==> src/rtl/core/cps_pkg.sv <==
// ----------------------------------------------------------------------------
// cps_pkg: shared types and constants of the process scheduler
// Slot count, field widths, command and place codes.
// ----------------------------------------------------------------------------
package cps_pkg;
  localparam int unsigned Slots = 16;
  localparam int unsigned SlotBits = $clog2(Slots);
  localparam int unsigned CntBits = $clog2(Slots + 1);
  localparam int unsigned IdBits = 8;
  localparam int unsigned RtBits = 16;
  localparam int unsigned PrBits = 8;

  typedef enum logic [2:0] {
    CMD_STEP  = 3'd0,
    CMD_ADD   = 3'd1,
    CMD_BLOCK = 3'd2,
    CMD_WAKE  = 3'd3,
    CMD_PEEK  = 3'd4
  } cmd_e;

  typedef enum logic [1:0] {
    MODE_FCFS = 2'd0,
    MODE_SJF  = 2'd1,
    MODE_RR   = 2'd2,
    MODE_PP   = 2'd3
  } mode_e;

  typedef enum logic [1:0] {
    PLACE_FREE   = 2'd0,
    PLACE_NEW    = 2'd1,
    PLACE_ACTIVE = 2'd2,
    PLACE_WAIT   = 2'd3
  } place_e;

  // One ready queue entry: a slot index with its sort keys.
  typedef struct packed {
    logic [SlotBits-1:0] slot;
    logic [RtBits-1:0]   left;
    logic [PrBits-1:0]   urg;
  } entry_t;

  // Queue operation broadcast to every cell.
  typedef struct packed {
    logic   ins;    // sorted or appended insertion
    logic   sorted; // insert by key, else append
    logic   sjf;    // key is remaining runtime, else priority
    logic   pop;    // remove the head
    entry_t ent;
  } qop_t;
endpackage

==> src/rtl/core/cps_cell.sv <==
// ----------------------------------------------------------------------------
// cps_cell: one place of the ready queue
// Holds one entry and shifts with its neighbors on insert and pop.
// ----------------------------------------------------------------------------
module cps_cell (
  input  logic           clk_i,
  input  logic           rst_ni,
  input  cps_pkg::qop_t  op_i,
  input  logic           prev_valid_i,
  input  logic           prev_ahead_i,
  input  cps_pkg::entry_t prev_ent_i,
  input  logic           next_valid_i,
  input  cps_pkg::entry_t next_ent_i,
  output logic           valid_o,
  output logic           ahead_o,
  output cps_pkg::entry_t ent_o
);
  import cps_pkg::*;

  logic   valid_q, valid_d;
  entry_t ent_q, ent_d;
  logic   stay;

  // This entry stays ahead of the incoming one.
  always_comb begin
    if (!op_i.sorted) stay = 1'b1;
    else if (op_i.sjf) stay = ent_q.left <= op_i.ent.left;
    else stay = ent_q.urg >= op_i.ent.urg;
  end
  // Only an unbroken run of entries from the head stays ahead, so the
  // insertion point is the first entry that does not.
  assign ahead_o = valid_q && stay && prev_ahead_i;
  assign valid_o = valid_q;
  assign ent_o   = ent_q;

  always_comb begin
    valid_d = valid_q;
    ent_d   = ent_q;
    if (op_i.pop) begin
      valid_d = next_valid_i;
      ent_d   = next_ent_i;
    end else if (op_i.ins && !ahead_o && prev_ahead_i) begin
      valid_d = 1'b1;
      ent_d   = op_i.ent;
    end else if (op_i.ins && !ahead_o) begin
      valid_d = prev_valid_i;
      ent_d   = prev_ent_i;
    end
  end

  always_ff @(posedge clk_i or negedge rst_ni) begin
    if (!rst_ni) begin
      valid_q <= 1'b0;
    end else begin
      valid_q <= valid_d;
    end
  end

  always_ff @(posedge clk_i) begin
    ent_q <= ent_d;
  end
endmodule

==> src/rtl/core/cpu_process_scheduler_core.sv <==
// ----------------------------------------------------------------------------
// cpu_process_scheduler_core: FCFS, SJF, round robin and priority scheduler
// Slot table with a ready queue held in a row of shifting cells.
// ----------------------------------------------------------------------------
// Steps: an item goes from accept to result through decode, a wake insert,
// the admission of each new process into the cell row (one insert per
// cycle), the run step, a possible requeue and dispatch. A show or an add
// without advance goes from decode straight to the result.
// Throughput: one item at a time; the next is accepted once the result is taken.
// Reset: asynchronous active low; all slots free, queue empty, nothing runs.
module cpu_process_scheduler_core (
  input  logic        clk_i,
  input  logic        rst_ni,
  input  logic        cfg_we_i,
  input  logic [0:0]  cfg_idx_i,
  input  logic [7:0]  cfg_data_i,
  input  logic        s_axis_tvalid,
  output logic        s_axis_tready,
  // cmd[2:0], proc_id[10:3], runtime[26:11], priority_req[34:27], advance[35]
  input  logic [39:0] s_axis_tdata,
  output logic        m_axis_tvalid,
  input  logic        m_axis_tready,
  // running_valid[0], running_id[8:1], running_left[24:9], ready_count[29:25],
  // table_full[30], not_found[31]
  output logic [31:0] m_axis_tdata
);
  import cps_pkg::*;

  localparam logic [0:0] RegMode = 1'd0;
  localparam logic [0:0] RegQuantum = 1'd1;

  // ST_RUN decodes the latched command; ST_WAKE inserts a woken process.
  typedef enum logic [2:0] {
    ST_IDLE, ST_ADMIT, ST_RUN, ST_REQ, ST_DISP, ST_OUT, ST_WAKE
  } state_e;

  state_e state_q;
  logic [1:0] mode_q;
  logic [7:0] quantum_q;

  // Slot table; ident, left and urgency are payload without reset.
  logic [IdBits-1:0] ident_q [Slots];
  logic [RtBits-1:0] left_q [Slots];
  logic [PrBits-1:0] urg_q [Slots];
  place_e place_q [Slots];

  // Arrival list as a small FIFO of slot indexes.
  logic [SlotBits-1:0] arr_q [Slots];
  logic [CntBits-1:0] arr_len_q, arr_rd_q;

  logic [CntBits-1:0] rlen_q;
  logic run_v_q;
  logic [SlotBits-1:0] run_s_q;
  logic [7:0] slice_q;
  logic full_q, miss_q;

  // Latched input item.
  logic [2:0] cmd_q;
  logic [IdBits-1:0] id_q;
  logic [RtBits-1:0] rt_q;
  logic [PrBits-1:0] pr_q;
  logic adv_q;

  // Cell row.
  qop_t op;
  logic [Slots:0] cv;
  logic [Slots:0] ca;
  entry_t ce [Slots+1];

  assign cv[0] = 1'b0;
  assign ca[0] = 1'b1;
  assign ce[0] = op.ent;

  for (genvar g = 0; g < Slots; g++) begin : g_cell
    logic nv;
    entry_t ne;
    if (g == Slots - 1) begin : g_end
      assign nv = 1'b0;
      assign ne = ce[g+1];
    end else begin : g_mid
      assign nv = cv[g+2];
      assign ne = ce[g+2];
    end
    cps_cell u_cell (
      .clk_i, .rst_ni, .op_i(op),
      .prev_valid_i(cv[g]), .prev_ahead_i(ca[g]), .prev_ent_i(ce[g]),
      .next_valid_i(nv), .next_ent_i(ne),
      .valid_o(cv[g+1]), .ahead_o(ca[g+1]), .ent_o(ce[g+1])
    );
  end

  // Free slot and waiting match searches, lowest index first.
  logic free_f, wait_f;
  logic [SlotBits-1:0] free_s, wait_s;
  always_comb begin
    free_f = 1'b0; free_s = '0; wait_f = 1'b0; wait_s = '0;
    for (int i = Slots - 1; i >= 0; i--) begin
      if (place_q[i] == PLACE_FREE) begin
        free_f = 1'b1; free_s = SlotBits'(i);
      end
      if (place_q[i] == PLACE_WAIT && ident_q[i] == id_q) begin
        wait_f = 1'b1; wait_s = SlotBits'(i);
      end
    end
  end

  // The woken slot is marked active at decode, so the search no longer finds
  // it; its index is held here for the insert in the following cycle.
  logic [SlotBits-1:0] wake_s_q;
  always_ff @(posedge clk_i) begin
    if (state_q == ST_RUN) wake_s_q <= wait_s;
  end

  logic preempt;
  logic [SlotBits-1:0] ins_s;
  logic [SlotBits-1:0] arr_s;
  logic [7:0] slice_inc;
  assign preempt = mode_q == MODE_RR || mode_q == MODE_PP;
  assign arr_s = arr_q[arr_rd_q[SlotBits-1:0]];
  assign slice_inc = (slice_q == 8'hFF) ? slice_q : slice_q + 8'd1;

  always_comb begin
    op = '0;
    op.sorted = mode_q == MODE_SJF || mode_q == MODE_PP;
    op.sjf = mode_q == MODE_SJF;
    ins_s = run_s_q;
    if (state_q == ST_ADMIT && arr_rd_q != arr_len_q) begin
      ins_s = arr_s;
      op.ins = 1'b1;
    end else if (state_q == ST_WAKE) begin
      ins_s = wake_s_q;
      op.ins = 1'b1;
    end else if (state_q == ST_REQ) begin
      op.ins = 1'b1;
    end
    if (state_q == ST_DISP) op.pop = !run_v_q && rlen_q != '0;
    op.ent.slot = ins_s;
    op.ent.left = left_q[ins_s];
    op.ent.urg  = urg_q[ins_s];
  end

  always_ff @(posedge clk_i or negedge rst_ni) begin
    if (!rst_ni) begin
      state_q <= ST_IDLE;
      mode_q <= 2'd0;
      quantum_q <= 8'd0;
      for (int i = 0; i < Slots; i++) place_q[i] <= PLACE_FREE;
      arr_len_q <= '0;
      arr_rd_q <= '0;
      rlen_q <= '0;
      run_v_q <= 1'b0;
      run_s_q <= '0;
      slice_q <= 8'd0;
      full_q <= 1'b0;
      miss_q <= 1'b0;
      cmd_q <= CMD_PEEK;
    end else begin
      if (cfg_we_i && cfg_idx_i == RegMode) mode_q <= cfg_data_i[1:0];
      if (cfg_we_i && cfg_idx_i == RegQuantum) quantum_q <= cfg_data_i;
      unique case (state_q)
        ST_IDLE: begin
          if (s_axis_tvalid) begin
            cmd_q <= s_axis_tdata[2:0];
            id_q  <= s_axis_tdata[10:3];
            rt_q  <= s_axis_tdata[26:11];
            pr_q  <= s_axis_tdata[34:27];
            adv_q <= s_axis_tdata[35];
            full_q <= 1'b0;
            miss_q <= 1'b0;
            state_q <= ST_RUN; // decode step
            arr_rd_q <= '0;
          end
        end
        ST_RUN: begin
          unique case (cmd_q)
            CMD_STEP: state_q <= ST_ADMIT;
            CMD_ADD: begin
              if (free_f && arr_len_q != CntBits'(Slots)) begin
                ident_q[free_s] <= id_q;
                left_q[free_s] <= rt_q;
                urg_q[free_s] <= pr_q;
                place_q[free_s] <= PLACE_NEW;
                arr_q[arr_len_q[SlotBits-1:0]] <= free_s;
                arr_len_q <= arr_len_q + CntBits'(1);
              end else full_q <= 1'b1;
              state_q <= adv_q ? ST_ADMIT : ST_OUT;
            end
            CMD_BLOCK: begin
              slice_q <= 8'd0;
              if (run_v_q) place_q[run_s_q] <= PLACE_WAIT;
              run_v_q <= 1'b0;
              state_q <= ST_ADMIT;
            end
            CMD_WAKE: begin
              if (wait_f) begin
                place_q[wait_s] <= PLACE_ACTIVE;
                state_q <= ST_WAKE;
              end else begin
                miss_q <= 1'b1;
                state_q <= ST_ADMIT;
              end
            end
            default: state_q <= ST_OUT;
          endcase
        end
        ST_WAKE: begin
          // The cell row places the woken process by the mode's rule.
          rlen_q <= rlen_q + CntBits'(1);
          state_q <= ST_ADMIT;
        end
        ST_ADMIT: begin
          if (op.ins) begin
            place_q[arr_s] <= PLACE_ACTIVE;
            arr_rd_q <= arr_rd_q + CntBits'(1);
            rlen_q <= rlen_q + CntBits'(1);
          end else begin
            arr_len_q <= '0;
            arr_rd_q <= '0;
            // run step
            if (run_v_q) begin
              if (left_q[run_s_q] <= RtBits'(1)) begin
                left_q[run_s_q] <= '0;
                place_q[run_s_q] <= PLACE_FREE;
                run_v_q <= 1'b0;
                slice_q <= 8'd0;
                state_q <= ST_DISP;
              end else begin
                left_q[run_s_q] <= left_q[run_s_q] - RtBits'(1);
                if (preempt && slice_inc >= quantum_q) begin
                  slice_q <= 8'd0;
                  run_v_q <= 1'b0;
                  state_q <= ST_REQ;
                end else begin
                  slice_q <= slice_inc;
                  state_q <= ST_DISP;
                end
              end
            end else state_q <= ST_DISP;
          end
        end
        ST_REQ: begin
          rlen_q <= rlen_q + CntBits'(1);
          state_q <= ST_DISP;
        end
        ST_DISP: begin
          if (op.pop) begin
            run_v_q <= 1'b1;
            run_s_q <= ce[1].slot;
            rlen_q <= rlen_q - CntBits'(1);
          end
          state_q <= ST_OUT;
        end
        ST_OUT: begin
          if (m_axis_tready) state_q <= ST_IDLE;
        end
        default: state_q <= ST_IDLE;
      endcase
    end
  end

  assign s_axis_tready = state_q == ST_IDLE;
  assign m_axis_tvalid = state_q == ST_OUT;
  assign m_axis_tdata = {miss_q, full_q, rlen_q, run_v_q ? left_q[run_s_q] : 16'd0,
                         run_v_q ? ident_q[run_s_q] : 8'd0, run_v_q};

  a_one_side: assert property (@(posedge clk_i) disable iff (!rst_ni)
    !(s_axis_tready && m_axis_tvalid)) else $error("accept while result pending");
  a_len: assert property (@(posedge clk_i) disable iff (!rst_ni)
    rlen_q <= CntBits'(Slots)) else $error("ready queue overflow");
  a_out_hold: assert property (@(posedge clk_i) disable iff (!rst_ni)
    m_axis_tvalid && !m_axis_tready |=> m_axis_tvalid) else $error("result dropped");
endmodule
==> config.mk <==
export PLATFORM = sky130hd
export DESIGN_NAME = cpu_process_scheduler_core
export DESIGN_NICKNAME = d
export VERILOG_FILES = /design/src/rtl/core/cps_pkg.sv /design/src/rtl/core/cps_cell.sv /design/src/rtl/core/cpu_process_scheduler_core.sv
export SDC_FILE = /design/constraint.sdc
export NUM_CORES = 2
export LEC_CHECK = 0
export BUFFER_PORTS_ARGS = -buffer_cell sky130_fd_sc_hd__buf_4
export CORE_MARGIN = 1
export CORE_UTILIZATION = 50
export DETAILED_ROUTE_END_ITERATION = 10
export GPL_ROUTABILITY_DRIVEN = 0
export PLACE_DENSITY_LB_ADDON = 0.08
export SLEW_MARGIN = 20
export SYNTH_ARGS = -nofsm -noshare
export SYNTH_HDL_FRONTEND = slang
export SYNTH_SLANG_ARGS = --single-unit
==> constraint.sdc <==
create_clock -name clk_i -period 8.7 [get_ports clk_i]
set_clock_uncertainty 0.15 [all_clocks]
set_input_delay 1.74 -clock clk_i [delete_from_list [all_inputs] [get_ports clk_i]]
set_output_delay 1.74 -clock clk_i [all_outputs]
set_load 0.005 [all_outputs]
==> run_results.csv <==
group,metric,value,unit
drt,totalWireLength,201,mm
critical_path,cp-start-kind,"register",
timing,slew_headroom,0.136,
timing,finalSetupTns,0,ns
logic_synthesis,synthTopCellsByArea,"edfxtp_1 (48%), ha_1 (7.6%), a221o_1 (5.0%)",
drt,drc,0,
die,die_x,367,um
run_status,status,"completed",
logic_synthesis,yosys.area.top_type_share,0.477,
grt,grt_use_total,0.293,
logic_synthesis,synth-seq-cells,1155,
placement,io_buffer_count,83,
logic_synthesis,syn_inst,5830,
grt,grt_pass1_wl,304,mm
drt,routedWlPerCell,26.0,um
final_layout,fin_nets,6309,
logic_synthesis,yosys.area.top_type,"edfxtp_1",
critical_path,path_cells,"buf_12, mux4_2, mux4_2, a211o_4, buf_12, o211ai_1, o211ai_1, nand3_1, nand4_1, inv_1, buf_4, ha_1, and3_1, a221o_1, a221o_1, o21ai_0, buf_4, nand4_1, nor3b_1, buf_4, a31oi_2, buf_4, a221o_1",
drt,firstDrtPassIters,7,
clock_network,cts.sinks,1155,
logic_synthesis,synth_edf_count,1061,
critical_path,cp-endpoint,"g_cell[13].u_cell.ent_o[5]",
critical_path,worst-path-buf-inv,7,
timing,period_share,0.965,
grt,grt_pass1_vias,49200,
critical_path,cp_num_cells,23,
logic_synthesis,ys.flop_type,"edfxtp_1",
final_layout,n_antenna_cell,0,
critical_path,cp_slowest_cell,"dfrtp_1",
grt,grt_overflow_total,0,
placement,post-place-ws,0.147,ns
critical_path,cpMostUsedCell,"buf_4",
final_layout,drive_gt1_frac,0.138,
die,die_area,135000,sq um
flow_run,cap_violations,0,
die,die_h,367,um
logic_synthesis,async_flop_share,0.0814,
timing,fin_crit,8.40,ns
timing,max_freq,119,MHz
die,pin_count,88,
placement,dp_hpwl,134,mm
critical_path,timing.rr.start,"arr_rd_q[0]",
clock_network,cts_tree,"built",
clock_network,clkLatencyLatePin,0.80,ns
die,core,132000,sq um
drt,met3WireLength,13.1,mm
critical_path,startpoint,"arr_rd_q[0]",
critical_path,rrSetupSlack,0.30,ns
timing,timing.final.hold_violations,0,
timing,worst_pin_slew,1.30,ns
timing,rsz0062_at_grt,"no",
drt,via_count,50300,
final_layout,layout_commonest_cell,"edfxtp_1",
logic_synthesis,ys.warnings.count,0,
timing,finalSetupViolCount,0,
die,num_rows,133,
clock_network,cts-root-buf,"clkbuf_16",
logic_synthesis,netlist_area,66700,sq um
clock_network,cts_buffer_depth,3,
critical_path,reg2reg_to,"g_cell[13].u_cell.ent_o[5]",
min_path,min_from,"full_q",
drt,ant_nets,0,
logic_synthesis,syn_nets,6289,
grt,grt_max_degree,220,
critical_path,max_stage_delay,0.60,ns
critical_path,arrival,8.77,ns
clock_network,postCtsHoldBufs,0,
final_layout,design_area,75000,sq um
clock_network,path_clk_slew,0.06,ns
min_path,hold-path-cell-count,1,
final_layout,syn2layout_area_growth,12.3,%
drt,dr_wl_met2,95.1,mm
logic_synthesis,synth_cell_types,86,
drt,topRoutingLayerUsed,"met4",
critical_path,reg2reg_depth,23,
logic_synthesis,synth-seq-area-share,0.513,
logic_synthesis,syn_avg_cell_area,11.4,sq um
die,start_util,0.506,
critical_path,end_kind,"register",
timing,fin_ws,0.302,ns
drt,viasPerCell,6.52,
clock_network,numCtsBuffers,135,
critical_path,crit_family,"compound AO/OA/AOI/OAI gates",
drt,drt-met1-wl,84.8,mm
timing,maxSlewViolCount,0,
critical_path,crit_required,9.08,ns
placement,placed_cell_area,70700,sq um
min_path,hp-class,"register to register",
critical_path,cp_max_fo,192,
drt,drtIter0Drc,5061,
final_layout,layout_common_cells,"edfxtp_1 (1,061), nand2_1 (561), o211ai_1 (429)",
grt,antenna_found_initial,1,
critical_path,critPathKind,"register to register",
clock_network,htreeDepth,4,
==> routing by layer <==
layer  vias to the layer above  track usage
li1                      22900            -
met1                     25000        0.399
met2                      2041        0.476
met3                       386       0.0383
met4                         0        0.116
met5                         -            0
==> cell type report <==
cell class | instances | area, sq um
fillers | 11100 | 57000
clock buffers | 177 | 3560
inverters | 298 | 1120
multi-input cells | 3905 | 29900
well taps | 1755 | 2200
flip-flops and latches | 1155 | 34200
repair buffers | 355 | 3230
clock inverters | 68 | 741
==> repair_timing <==
| action | CTS | global route |
|---|---|---|
| setup endpoints to repair | 0 | 66 |
| gates resized for setup | 0 | 3 |
| setup buffers | 0 | 0 |
| endpoints found under the hold margin | 0 | 0 |
==> worst reg2reg max path, stage by stage (launching register included) <==
cell and delay [ns]:
dfrtp_1 0.60, buf_12 0.23, mux4_2 0.57, mux4_2 0.56, a211o_4 0.38, buf_12 0.23
o211ai_1 0.57, o211ai_1 0.13, nand3_1 0.13, nand4_1 0.47, inv_1 0.38, buf_4 0.33
ha_1 0.30, and3_1 0.17, a221o_1 0.37, a221o_1 0.40, o21ai_0 0.39, buf_4 0.20
nand4_1 0.16, nor3b_1 0.50, buf_4 0.22, a31oi_2 0.16, buf_4 0.23, a221o_1 0.30
==> state kept, by name, summed over array words and instances, names as in the netlist, 2 cells and up <==
name,cells
g_cell.u_cell.ent_o,448
left_q,256
ident_q,128
urg_q,128
arr_q,64
place_q,32
g_cell.u_cell.valid_o,16
rt_q,16
id_q,8
pr_q,8
quantum_q,8
slice_q,8
arr_len_q,5
arr_rd_q,5
rlen_q,5
run_s_q,4
wake_s_q,4
cmd_q,3
state_q,3
mode_q,2
==> cell usage after synthesis, types with 6 or more instances <==
master,count
a2111oi_0,13
a211o_1,12
a211oi_1,26
a21o_1,67
a21oi_1,187
a221o_1,332
a221oi_1,6
a22o_1,18
a31oi_1,191
and2_1,40
and3_1,57
and4_1,12
buf_1,31
buf_2,21
clkbuf_1,411
dfrtp_1,93
edfxtp_1,1061
ha_1,404
inv_1,298
mux2_2,55
mux2i_1,34
mux4_2,138
nand2_1,562
nand2b_1,44
nand3_1,200
nand4_1,87
nor2_1,303
nor2b_1,45
nor3_1,71
nor4_1,34
o2111ai_1,9
o211ai_1,429
o21a_1,18
o21ai_0,151
o21bai_1,6
o221ai_1,13
o22ai_1,17
o311ai_0,28
o31a_1,7
o31ai_1,30
o41ai_1,7
or2_2,13
or3_1,12
xnor2_1,73
xor2_1,82
==> how the worst min path moves through the flow <==
stage	endpoint	slack (ns)
2_1_floorplan	run_s_q[0]	0.29
3_3_place_gp	full_q	0.31
3_5_place_dp	full_q	0.32
4_1_cts	full_q	0.33
5_1_grt	full_q	0.36
6_report	full_q	0.33
==> through the flow <==
step	hold slack [ns]	util	std cells
floorplan	0.291	-	5830
global placement	0.313	0.535	7468
detailed placement	0.320	0.535	7468
CTS	0.332	0.568	7713
global route	0.359	0.568	7713
finish	0.326	0.568	7713
==> kinds of logic (layout without fill, tap and decap cells) <==
family                     count (synthesis)  count (layout)  share of synthesized area
DFF                                     1155            1155                      0.513
xor gates and xnor gates                 155             155                     0.0203
adders and majority gates                405             405                     0.0760
AOI/OAI and AO/OA                       1606            1606                      0.179
muxes                                    227             227                     0.0610
buffers and inverters                    770             898                     0.0445
and+or+nand+nor                         1512            1512                      0.106
Power is left out: the tool's default activity adds up to more than one toggle a clock period on the data nets, which glitch-free logic cannot reach.
